## config.mk

```make
export PLATFORM = sky130hd
export DESIGN_NAME = mra_controller
export DESIGN_NICKNAME = d
export VERILOG_FILES = /design/src/rtl/core/mra_pkg.sv /design/src/rtl/core/mra_controller.sv
export SDC_FILE = /design/constraint.sdc
export NUM_CORES = 1
export LEC_CHECK = 0
export ABC_AREA = 1
export BUFFER_PORTS_ARGS = -buffer_cell sky130_fd_sc_hd__buf_2
export CAP_MARGIN = 30
export CORE_MARGIN = 3
export CORE_UTILIZATION = 58
export CTS_CLUSTER_SIZE = 25
export DETAILED_ROUTE_END_ITERATION = 6
export PLACE_DENSITY = 0.79
export SYNTH_ARGS = -nofsm -noshare
export SYNTH_HDL_FRONTEND = slang
export SYNTH_SLANG_ARGS = --single-unit
```

## constraint.sdc

```tcl
create_clock -name clk -period 2.7 [get_ports clk]
set_input_delay 0.27 -clock clk [delete_from_list [all_inputs] [get_ports clk]]
set_output_delay 0.27 -clock clk [all_outputs]
set_load 0.02 [all_outputs]
```

## src/rtl/core/mra_pkg.sv

```systemverilog
// ----------------------------------------------------------------------------
// mra_pkg
// shared types, constants and helpers of the maxrects rectangle allocator
// ----------------------------------------------------------------------------
package mra_pkg;

    localparam int MAX_FREE_RECTS = 256;
    localparam int MAX_NEW_RECTS  = 64;
    localparam int FREE_AW        = $clog2(MAX_FREE_RECTS);
    localparam int FREE_CW        = FREE_AW + 1;
    localparam int NEW_AW         = $clog2(MAX_NEW_RECTS);
    localparam int NEW_CW         = NEW_AW + 1;
    localparam int DIM_W          = 13;
    localparam int POS_W          = 12;
    localparam int SUM_W          = DIM_W + 1;
    localparam int AREA_W         = 2 * DIM_W;
    localparam int RULE_W         = 2;
    localparam int CFG_AW         = 4;
    localparam int APB_DW         = 32;

    localparam logic [DIM_W-1:0] BIN_RESET = DIM_W'(1024);
    localparam logic [DIM_W-1:0] DIM_MAX   = DIM_W'(4096);

    typedef enum logic [RULE_W-1:0] {
        RULE_SHORT = 2'd0,
        RULE_LONG  = 2'd1,
        RULE_AREA  = 2'd2,
        RULE_BL    = 2'd3
    } fit_rule_t;

    typedef enum logic [1:0] {
        REG_BIN_WIDTH  = 2'd0,
        REG_BIN_HEIGHT = 2'd1,
        REG_FIT_RULE   = 2'd2
    } reg_idx_t;

    typedef enum logic {
        CMD_CLEAR = 1'b0,
        CMD_PLACE = 1'b1
    } cmd_t;

    typedef struct packed {
        logic [DIM_W-1:0] x;
        logic [DIM_W-1:0] y;
        logic [DIM_W-1:0] w;
        logic [DIM_W-1:0] h;
    } box_t;

    typedef enum logic [1:0] {
        FW_CLEAR = 2'd0,
        FW_MOVE  = 2'd1,
        FW_NEW   = 2'd2
    } fw_src_t;

    typedef enum logic {
        NW_MOVE  = 1'b0,
        NW_PIECE = 1'b1
    } nw_src_t;

    typedef enum logic [4:0] {
        ST_INIT, ST_IDLE, ST_CLEAR,
        ST_SCAN_RD, ST_SCAN_S1, ST_SCAN_S2, ST_SCAN_END,
        ST_SPL_RD, ST_SPL_LD, ST_SPL_TST, ST_PC_SEL,
        ST_AP_RD, ST_AP_TST, ST_AP_M1, ST_AP_M2, ST_AP_M3, ST_AP_M4,
        ST_SPL_MV1, ST_SPL_MV2,
        ST_PR_RD, ST_PR_LD, ST_PR_NRD, ST_PR_TST, ST_PR_M1, ST_PR_M2,
        ST_MG_RD, ST_MG_WR, ST_DONE
    } state_t;

    typedef struct packed {
        logic               req_load;
        logic [FREE_AW-1:0] f_raddr;
        logic               f_we;
        logic [FREE_AW-1:0] f_waddr;
        fw_src_t            f_wsrc;
        logic [NEW_AW-1:0]  n_raddr;
        logic               n_we;
        logic [NEW_AW-1:0]  n_waddr;
        nw_src_t            n_wsrc;
        logic               scan_start;
        logic               scan_s1;
        logic               scan_s2;
        logic               f_load;
        logic               piece_load;
        logic [1:0]         piece_sel;
    } ctrl_cmd_t;

    typedef struct packed {
        logic             found;
        logic             overlap;
        logic [3:0]       piece_en;
        logic             piece_in_new;
        logic             new_in_piece;
        logic             new_in_free;
        logic [DIM_W-1:0] best_x;
        logic [DIM_W-1:0] best_y;
    } dp_stat_t;

    typedef struct packed {
        logic push;
        logic placed;
        logic overflow;
    } res_t;

    function automatic logic [DIM_W-1:0] clamp_dim(input logic [DIM_W-1:0] v);
        logic [DIM_W-1:0] r;
        r = v;
        if (v == '0)
        begin
            r = DIM_W'(1);
        end
        else if (v > DIM_MAX)
        begin
            r = DIM_MAX;
        end
        return r;
    endfunction

    // a lies within b
    function automatic logic box_in(input box_t a, input box_t b);
        logic [SUM_W-1:0] ax2;
        logic [SUM_W-1:0] ay2;
        logic [SUM_W-1:0] bx2;
        logic [SUM_W-1:0] by2;
        ax2 = {1'b0, a.x} + {1'b0, a.w};
        ay2 = {1'b0, a.y} + {1'b0, a.h};
        bx2 = {1'b0, b.x} + {1'b0, b.w};
        by2 = {1'b0, b.y} + {1'b0, b.h};
        return (a.x >= b.x) && (a.y >= b.y) && (ax2 <= bx2) && (ay2 <= by2);
    endfunction

endpackage

```

## src/rtl/core/mra_controller.sv

```systemverilog
// ----------------------------------------------------------------------------
// mra_controller
// sequencer for clear, scan, split, prune and merge passes over the rectangle stores
// ----------------------------------------------------------------------------
module mra_controller (
    input  logic                clk,
    input  logic                rst_n,
    input  logic                in_valid,
    input  logic                in_cmd,
    input  logic                in_h_zero,
    input  logic                out_free,
    input  mra_pkg::dp_stat_t   stat,
    output logic                in_ready,
    output mra_pkg::ctrl_cmd_t  cmd,
    output mra_pkg::res_t       res
);

    mra_pkg::state_t state_reg, state_next;

    logic [mra_pkg::FREE_CW-1:0] i_reg, i_next;
    logic [mra_pkg::FREE_CW-1:0] fc_reg, fc_next;
    logic [mra_pkg::NEW_CW-1:0]  j_reg, j_next;
    logic [mra_pkg::NEW_CW-1:0]  nc_reg, nc_next;
    logic [mra_pkg::NEW_CW-1:0]  nchk_reg, nchk_next;
    logic [2:0]                  k_reg, k_next;
    logic                        dropped_reg, dropped_next;
    logic                        placed_reg, placed_next;
    logic [mra_pkg::FREE_CW-1:0] fc_m1;
    logic [mra_pkg::NEW_CW-1:0]  nc_m1;

    always_ff @(posedge clk or negedge rst_n)
    begin
        if (!rst_n)
        begin
            state_reg   <= mra_pkg::ST_INIT;
            i_reg       <= '0;
            fc_reg      <= '0;
            j_reg       <= '0;
            nc_reg      <= '0;
            nchk_reg    <= '0;
            k_reg       <= '0;
            dropped_reg <= 1'b0;
            placed_reg  <= 1'b0;
        end
        else
        begin
            state_reg   <= state_next;
            i_reg       <= i_next;
            fc_reg      <= fc_next;
            j_reg       <= j_next;
            nc_reg      <= nc_next;
            nchk_reg    <= nchk_next;
            k_reg       <= k_next;
            dropped_reg <= dropped_next;
            placed_reg  <= placed_next;
        end
    end

    always_comb
    begin
        state_next   = state_reg;
        i_next       = i_reg;
        fc_next      = fc_reg;
        j_next       = j_reg;
        nc_next      = nc_reg;
        nchk_next    = nchk_reg;
        k_next       = k_reg;
        dropped_next = dropped_reg;
        placed_next  = placed_reg;
        fc_m1        = fc_reg - mra_pkg::FREE_CW'(1);
        nc_m1        = nc_reg - mra_pkg::NEW_CW'(1);
        in_ready     = 1'b0;
        res.push     = 1'b0;
        res.placed   = placed_reg;
        res.overflow = dropped_reg;
        cmd          = '0;
        cmd.f_wsrc   = mra_pkg::FW_CLEAR;
        cmd.n_wsrc   = mra_pkg::NW_MOVE;
        cmd.f_raddr  = i_reg[mra_pkg::FREE_AW-1:0];
        cmd.n_raddr  = j_reg[mra_pkg::NEW_AW-1:0];
        cmd.f_waddr  = i_reg[mra_pkg::FREE_AW-1:0];
        cmd.n_waddr  = j_reg[mra_pkg::NEW_AW-1:0];
        cmd.piece_sel = k_reg[1:0];

        unique case (state_reg)
            mra_pkg::ST_INIT, mra_pkg::ST_CLEAR:
            begin
                cmd.f_we    = 1'b1;
                cmd.f_waddr = '0;
                cmd.f_wsrc  = mra_pkg::FW_CLEAR;
                fc_next     = mra_pkg::FREE_CW'(1);
                nc_next     = '0;
                nchk_next   = '0;
                placed_next = 1'b0;
                state_next  = (state_reg == mra_pkg::ST_INIT) ? mra_pkg::ST_IDLE
                                                              : mra_pkg::ST_DONE;
            end
            mra_pkg::ST_IDLE:
            begin
                in_ready = 1'b1;
                if (in_valid)
                begin
                    cmd.req_load = 1'b1;
                    dropped_next = 1'b0;
                    placed_next  = 1'b0;
                    i_next       = '0;
                    if (mra_pkg::cmd_t'(in_cmd) == mra_pkg::CMD_CLEAR)
                    begin
                        state_next = mra_pkg::ST_CLEAR;
                    end
                    else if (in_h_zero)
                    begin
                        state_next = mra_pkg::ST_DONE;
                    end
                    else
                    begin
                        cmd.scan_start = 1'b1;
                        state_next     = mra_pkg::ST_SCAN_RD;
                    end
                end
            end
            mra_pkg::ST_SCAN_RD:
            begin
                state_next = (i_reg < fc_reg) ? mra_pkg::ST_SCAN_S1 : mra_pkg::ST_SCAN_END;
            end
            mra_pkg::ST_SCAN_S1:
            begin
                cmd.scan_s1 = 1'b1;
                state_next  = mra_pkg::ST_SCAN_S2;
            end
            mra_pkg::ST_SCAN_S2:
            begin
                cmd.scan_s2 = 1'b1;
                i_next      = i_reg + mra_pkg::FREE_CW'(1);
                state_next  = mra_pkg::ST_SCAN_RD;
            end
            mra_pkg::ST_SCAN_END:
            begin
                i_next = '0;
                if (stat.found)
                begin
                    placed_next = 1'b1;
                    state_next  = mra_pkg::ST_SPL_RD;
                end
                else
                begin
                    state_next = mra_pkg::ST_DONE;
                end
            end
            mra_pkg::ST_SPL_RD:
            begin
                if (i_reg < fc_reg)
                begin
                    state_next = mra_pkg::ST_SPL_LD;
                end
                else
                begin
                    i_next     = '0;
                    state_next = mra_pkg::ST_PR_RD;
                end
            end
            mra_pkg::ST_SPL_LD:
            begin
                cmd.f_load = 1'b1;
                state_next = mra_pkg::ST_SPL_TST;
            end
            mra_pkg::ST_SPL_TST:
            begin
                if (stat.overlap)
                begin
                    nchk_next  = nc_reg;
                    k_next     = '0;
                    state_next = mra_pkg::ST_PC_SEL;
                end
                else
                begin
                    i_next     = i_reg + mra_pkg::FREE_CW'(1);
                    state_next = mra_pkg::ST_SPL_RD;
                end
            end
            mra_pkg::ST_PC_SEL:
            begin
                if (k_reg[2])
                begin
                    state_next = mra_pkg::ST_SPL_MV1;
                end
                else if (stat.piece_en[k_reg[1:0]])
                begin
                    cmd.piece_load = 1'b1;
                    j_next         = '0;
                    state_next     = mra_pkg::ST_AP_RD;
                end
                else
                begin
                    k_next = k_reg + 3'd1;
                end
            end
            mra_pkg::ST_AP_RD:
            begin
                if ((j_reg < nchk_reg) && (j_reg < nc_reg))
                begin
                    state_next = mra_pkg::ST_AP_TST;
                end
                else
                begin
                    if (nc_reg < mra_pkg::NEW_CW'(mra_pkg::MAX_NEW_RECTS))
                    begin
                        cmd.n_we    = 1'b1;
                        cmd.n_waddr = nc_reg[mra_pkg::NEW_AW-1:0];
                        cmd.n_wsrc  = mra_pkg::NW_PIECE;
                        nc_next     = nc_reg + mra_pkg::NEW_CW'(1);
                    end
                    else
                    begin
                        dropped_next = 1'b1;
                    end
                    k_next     = k_reg + 3'd1;
                    state_next = mra_pkg::ST_PC_SEL;
                end
            end
            mra_pkg::ST_AP_TST:
            begin
                if (stat.piece_in_new)
                begin
                    k_next     = k_reg + 3'd1;
                    state_next = mra_pkg::ST_PC_SEL;
                end
                else if (stat.new_in_piece)
                begin
                    nchk_next  = nchk_reg - mra_pkg::NEW_CW'(1);
                    state_next = mra_pkg::ST_AP_M1;
                end
                else
                begin
                    j_next     = j_reg + mra_pkg::NEW_CW'(1);
                    state_next = mra_pkg::ST_AP_RD;
                end
            end
            mra_pkg::ST_AP_M1:
            begin
                cmd.n_raddr = nchk_reg[mra_pkg::NEW_AW-1:0];
                state_next  = mra_pkg::ST_AP_M2;
            end
            mra_pkg::ST_AP_M2:
            begin
                cmd.n_we   = 1'b1;
                state_next = mra_pkg::ST_AP_M3;
            end
            mra_pkg::ST_AP_M3:
            begin
                cmd.n_raddr = nc_m1[mra_pkg::NEW_AW-1:0];
                state_next  = mra_pkg::ST_AP_M4;
            end
            mra_pkg::ST_AP_M4:
            begin
                cmd.n_we    = 1'b1;
                cmd.n_waddr = nchk_reg[mra_pkg::NEW_AW-1:0];
                nc_next     = nc_m1;
                state_next  = mra_pkg::ST_AP_RD;
            end
            mra_pkg::ST_SPL_MV1:
            begin
                cmd.f_raddr = fc_m1[mra_pkg::FREE_AW-1:0];
                fc_next     = fc_m1;
                state_next  = mra_pkg::ST_SPL_MV2;
            end
            mra_pkg::ST_SPL_MV2:
            begin
                cmd.f_we   = 1'b1;
                cmd.f_wsrc = mra_pkg::FW_MOVE;
                state_next = mra_pkg::ST_SPL_RD;
            end
            mra_pkg::ST_PR_RD:
            begin
                if (i_reg < fc_reg)
                begin
                    state_next = mra_pkg::ST_PR_LD;
                end
                else
                begin
                    j_next     = '0;
                    state_next = mra_pkg::ST_MG_RD;
                end
            end
            mra_pkg::ST_PR_LD:
            begin
                cmd.f_load = 1'b1;
                j_next     = '0;
                state_next = mra_pkg::ST_PR_NRD;
            end
            mra_pkg::ST_PR_NRD:
            begin
                if (j_reg < nc_reg)
                begin
                    state_next = mra_pkg::ST_PR_TST;
                end
                else
                begin
                    i_next     = i_reg + mra_pkg::FREE_CW'(1);
                    state_next = mra_pkg::ST_PR_RD;
                end
            end
            mra_pkg::ST_PR_TST:
            begin
                if (stat.new_in_free)
                begin
                    nc_next    = nc_m1;
                    state_next = mra_pkg::ST_PR_M1;
                end
                else
                begin
                    j_next     = j_reg + mra_pkg::NEW_CW'(1);
                    state_next = mra_pkg::ST_PR_NRD;
                end
            end
            mra_pkg::ST_PR_M1:
            begin
                cmd.n_raddr = nc_reg[mra_pkg::NEW_AW-1:0];
                state_next  = mra_pkg::ST_PR_M2;
            end
            mra_pkg::ST_PR_M2:
            begin
                cmd.n_we   = 1'b1;
                state_next = mra_pkg::ST_PR_NRD;
            end
            mra_pkg::ST_MG_RD:
            begin
                if (j_reg < nc_reg)
                begin
                    state_next = mra_pkg::ST_MG_WR;
                end
                else
                begin
                    nc_next    = '0;
                    state_next = mra_pkg::ST_DONE;
                end
            end
            mra_pkg::ST_MG_WR:
            begin
                if (fc_reg < mra_pkg::FREE_CW'(mra_pkg::MAX_FREE_RECTS))
                begin
                    cmd.f_we    = 1'b1;
                    cmd.f_waddr = fc_reg[mra_pkg::FREE_AW-1:0];
                    cmd.f_wsrc  = mra_pkg::FW_NEW;
                    fc_next     = fc_reg + mra_pkg::FREE_CW'(1);
                end
                else
                begin
                    dropped_next = 1'b1;
                end
                j_next     = j_reg + mra_pkg::NEW_CW'(1);
                state_next = mra_pkg::ST_MG_RD;
            end
            mra_pkg::ST_DONE:
            begin
                if (out_free)
                begin
                    res.push   = 1'b1;
                    state_next = mra_pkg::ST_IDLE;
                end
            end
            default:
            begin
                state_next = mra_pkg::ST_IDLE;
            end
        endcase
    end

endmodule

```

==> results <==
- The run finished with clean final reports.
- The class of the most critical hold timing path is in2async.
- For this run, the number of Yosys warnings is 0.
- After synthesis, the netlist uses 41 different library cells.
- After floorplanning, the core was sized to cover 8300 µm².
- In the finished design, the share of the clock period the worst path needs comes to 96.5%.
- The clock input transition at the sequential cells of the worst setup and hold paths is 110 ps.
- The CTS buffer count is 5.
- By instance count, the cell type seen most on the critical path is sky130_fd_sc_hd__nand2_1.
- The initial antenna violation count is 0.
- The number of endpoints failing setup at the final stage is 0.
- The largest single stage delay on the critical path is 420 ps.
- The routed design uses 1340 µm of met3 wire.
- The top cell family by delay on the critical path is simple AND/OR/NAND/NOR gates.
- The library cell occupying the most area in the post-synthesis netlist is sky130_fd_sc_hd__dfrtp_1.
- The cell with the largest stage delay on the worst path is sky130_fd_sc_hd__dfrtp_1.
- Setup repair after global routing left no endpoint under its margin.
- The async set or reset register ratio after synthesis is 100%.
- The combined buffer and inverter count along the critical path is 2.
- The starting DRC count in detailed routing is 472.
- In this run the cell area of the synthesized design comes to 5000 µm².
- Cells fill 67.3% of the core in the end.
- The total count of hold-check failures in the final report was 0.
- Data on the critical path is required at its endpoint by 2430 ps.
- The number of vias per cell after detailed routing is 5.94.
- The count of pins on the block boundary is 86.
- In the final timing run, aggregate negative setup slack is 0 ps.
- The most used flip-flop cell after synthesis is sky130_fd_sc_hd__dfrtp_1.
- The post-layout minimum cycle time is 2600 ps.
- By area the synthesized netlist is led by sky130_fd_sc_hd__dfrtp_1 (25%), sky130_fd_sc_hd__nand2_1 (14%), sky130_fd_sc_hd__ha_1 (7.0%).
- The insertion delay to the later sink of the worst-skew pair is 310 ps.
- For the worst setup path, the data arrival time is 2330 ps.
- The total global routing track utilization is 33.1%.
- The first detailed-routing pass took 5 iterations.
- The detail-routed net length per standard cell is 17.0 µm.
- The critical path starts at nchk_reg[2]$_DFFE_PN0P_.
- The worst setup path is launched from a flop.
- Along the worst path, the maximum fanout reaches 4.
- The endpoint type of the worst setup path is an output port.
- The number of remaining DRC errors is 0.
- The net count of the finished layout is 911.
- The number of standard-cell rows in the floorplan is 33.
- The clock root buffer master is sky130_fd_sc_hd__clkbuf_8.
- The classification of the worst setup path is reg2out.
- From left edge to right edge, the die measures 98.8 µm.
- The largest net degree at the start of global routing is 50.
- The cell count after synthesis came out at 771.
- The peak clock frequency supported by timing is 0.384 GHz.
- The starting density of the core is 60.2%.
- Compared with the post-synthesis result, the final layout area differs by 11.8%.
- The tree built by TritonCTS fans out to 49 sinks.
- The detailed router used layers up to and including met4.
- For this design the ratio of total power to cell area is 1020 nW/µm².
- The share of the Yosys chip area taken by registers is 24.5%.
- The headroom to the max-slew limit is 55.1%.
- The max capacitance violation total is 0.
- The cell count of the worst reg-to-reg path is 9.
- The first global-routing pass estimated 26400 µm of wire.
- The congestion estimate from routability-driven global placement came to 0.968.
- The total vias in the final route is 5631.
- The number of global-route vias before repair is 5389.
- The number of hold-repair buffers added at the cts stage is 0.
- The wire-length estimate of the detail-placed layout is 12600 µm.
- The peak ir drop on the vdd network is 0.558 mV.
- The post-synthesis net count is 840.
- The signal on the critical path passes through inv_1 > ha_1 > a21oi_1 > nand2_1 > a21oi_2 > nand2_1 > nand2_1 > nand3_1 > o211ai_1 > buf_2.
- The routed metal-1 wire length is 6870 µm.
- The slew of the pin with the lowest slew margin is 674 ps.
- The wire length on met2 is 7470 µm.
- Buffers placed on the I/O ports in this run total 59.
- TritonCTS built the clock tree.
- The critical register-to-register path startpoint is state_reg[4]$_DFFE_PN0P_.
- The analysis attributes to cell leakage a power of 0.00300 µW.
- The die covers 9770 µm².
- The deepest clock path buffer count is 2.
- The count of pins over their slew limit came to 0.
- The clock skew is 10.4 ps.
- The final global-route overflow total is 0.
- In this run the number of H-tree levels came out at 2.
- Yosys mapped a number of flops with a built-in enable equal to 0.
- The critical path crosses 10 cells after its start point.
- The antenna diode count is 0.
- The count of antenna-violating nets left after detailed routing is 0.
- After filler insertion, the fill cell instance count of the layout stands at 737.
- The capturing point of the worst reg2reg path is j_reg[1]$_DFFE_PN0P_.
- After synthesis the netlist holds a flip-flop and latch count of 49.
- Of the post-synthesis cell area, the dominant cell type holds 24.5%.
- The overall routed net length is 16100 µm.
- Setup slack on the worst reg-to-reg path comes out at 410 ps.
- Averaged over all synthesized cells, the footprint is 6.48 µm².
- By count the netlist is led by sky130_fd_sc_hd__nand2_1 (189), sky130_fd_sc_hd__nor2_1 (86), sky130_fd_sc_hd__inv_1 (79), sky130_fd_sc_hd__nand3_1 (70), sky130_fd_sc_hd__o21ai_0 (59).
- The vertical die dimension is 98.8 µm.
- In the final layout, the share of cells above drive strength 1 is 18.5%.
- Among all cell types in the netlist, the one instantiated most often is sky130_fd_sc_hd__nand2_1.
-- layout by cell type, fill, tap and decap left out, drive strengths merged --
master | Yosys | final
nor4 | 1 | 1
inv | 91 | 92
o211ai | 3 | 3
o2111ai | 2 | 2
xor2 | 17 | 17
a22oi | 2 | 2
dfrtp | 49 | 49
a21o | 1 | 1
clkinv | 3 | 3
a31oi | 8 | 8
nor2 | 102 | 102
o22ai | 18 | 18
clkinvlp | 0 | 2
ha | 28 | 28
o21ai | 73 | 73
a32oi | 2 | 2
nand4 | 17 | 17
nand3 | 75 | 75
clkbuf | 4 | 5
nand2 | 201 | 201
nand3b | 1 | 1
nor3 | 14 | 14
xnor2 | 1 | 1
o31ai | 1 | 1
a21oi | 36 | 36
buf | 16 | 84
o21bai | 5 | 5
-- layer usage --
metal	up-vias	GRT usage (%)
li1	2721	-
met1	2591	46.1
met2	284	52.4
met3	35	4.95
met4	0	11.6
met5	-	0
-- final cells by class --
class | count | area (µm²) | share of cell area (%)
Multi-Input combinational cell | 608 | 3270 | 58.6
Timing Repair Buffer | 84 | 488 | 8.74
Tap cell | 105 | 131 | 2.35
Inverter | 94 | 359 | 6.43
Clock buffer | 5 | 68.8 | 1.23
Sequential cell | 49 | 1240 | 22.2
Clock inverter | 3 | 26.3 | 0.470
-- worst max path at each step --
stage	to
floorplan	cmd[10]
detailed placement	cmd[12]
CTS	cmd[12]
finish	cmd[11]
global placement	cmd[12]
global route	cmd[26]
-- what timing repair did --
action                                  in CTS  in global routing
endpoints found under the setup margin       1                 19
setup buffers                                0                  9
resized for setup                            2                 16
-- worst register-to-register path, stage by stage, from the launching register on --
cell and delay (ps):
sky130_fd_sc_hd__dfrtp_1 510, sky130_fd_sc_hd__inv_1 170, sky130_fd_sc_hd__buf_4 200, sky130_fd_sc_hd__nand2_1 160, sky130_fd_sc_hd__nor2_4 100, sky130_fd_sc_hd__nor3_1 420
sky130_fd_sc_hd__nand4_1 200, sky130_fd_sc_hd__nand3_2 300, sky130_fd_sc_hd__nand2_1 90, sky130_fd_sc_hd__o21ai_1 80
-- logic make-up (layout without fill, tap and decap cells) --
| group | after synthesis | count (layout) | share of synthesized area [%] |
|---|---|---|---|
| XOR/XNOR | 18 | 18 | 3.15 |
| AO/OA/AOI/OAI | 151 | 151 | 17.2 |
| flip-flops | 49 | 49 | 24.5 |
| adder cells (fa/ha/maj) | 28 | 28 | 7.01 |
| buffers and inverters | 114 | 186 | 10.1 |
| AND/OR/NAND/NOR | 411 | 411 | 38.0 |
-- report_power, final --
part	switching (µW)	internal [µW]	leakage (µW)
Sequential	300	937	0.000642
Combinational	2690	1270	0.00232
Clock	290	189	0.0000423
Total	3280	2400	0.00300
-- metrics by stage --
stage          instances  power, µW  worst slack, ps  cell area [µm²]  hold WS, ps
2_1_floorplan        771       4030              200             5000        -25.6
3_3_place_gp         931       4890              388             5400          425
3_5_place_dp         931       5000              352             5400          426
4_1_cts              939       5490             18.2             5490         80.3
5_1_grt              948       6160           0.0648             5590         99.1
6_report             948       5680             95.1             5590         65.5
(Power assumes the default switching activity.)
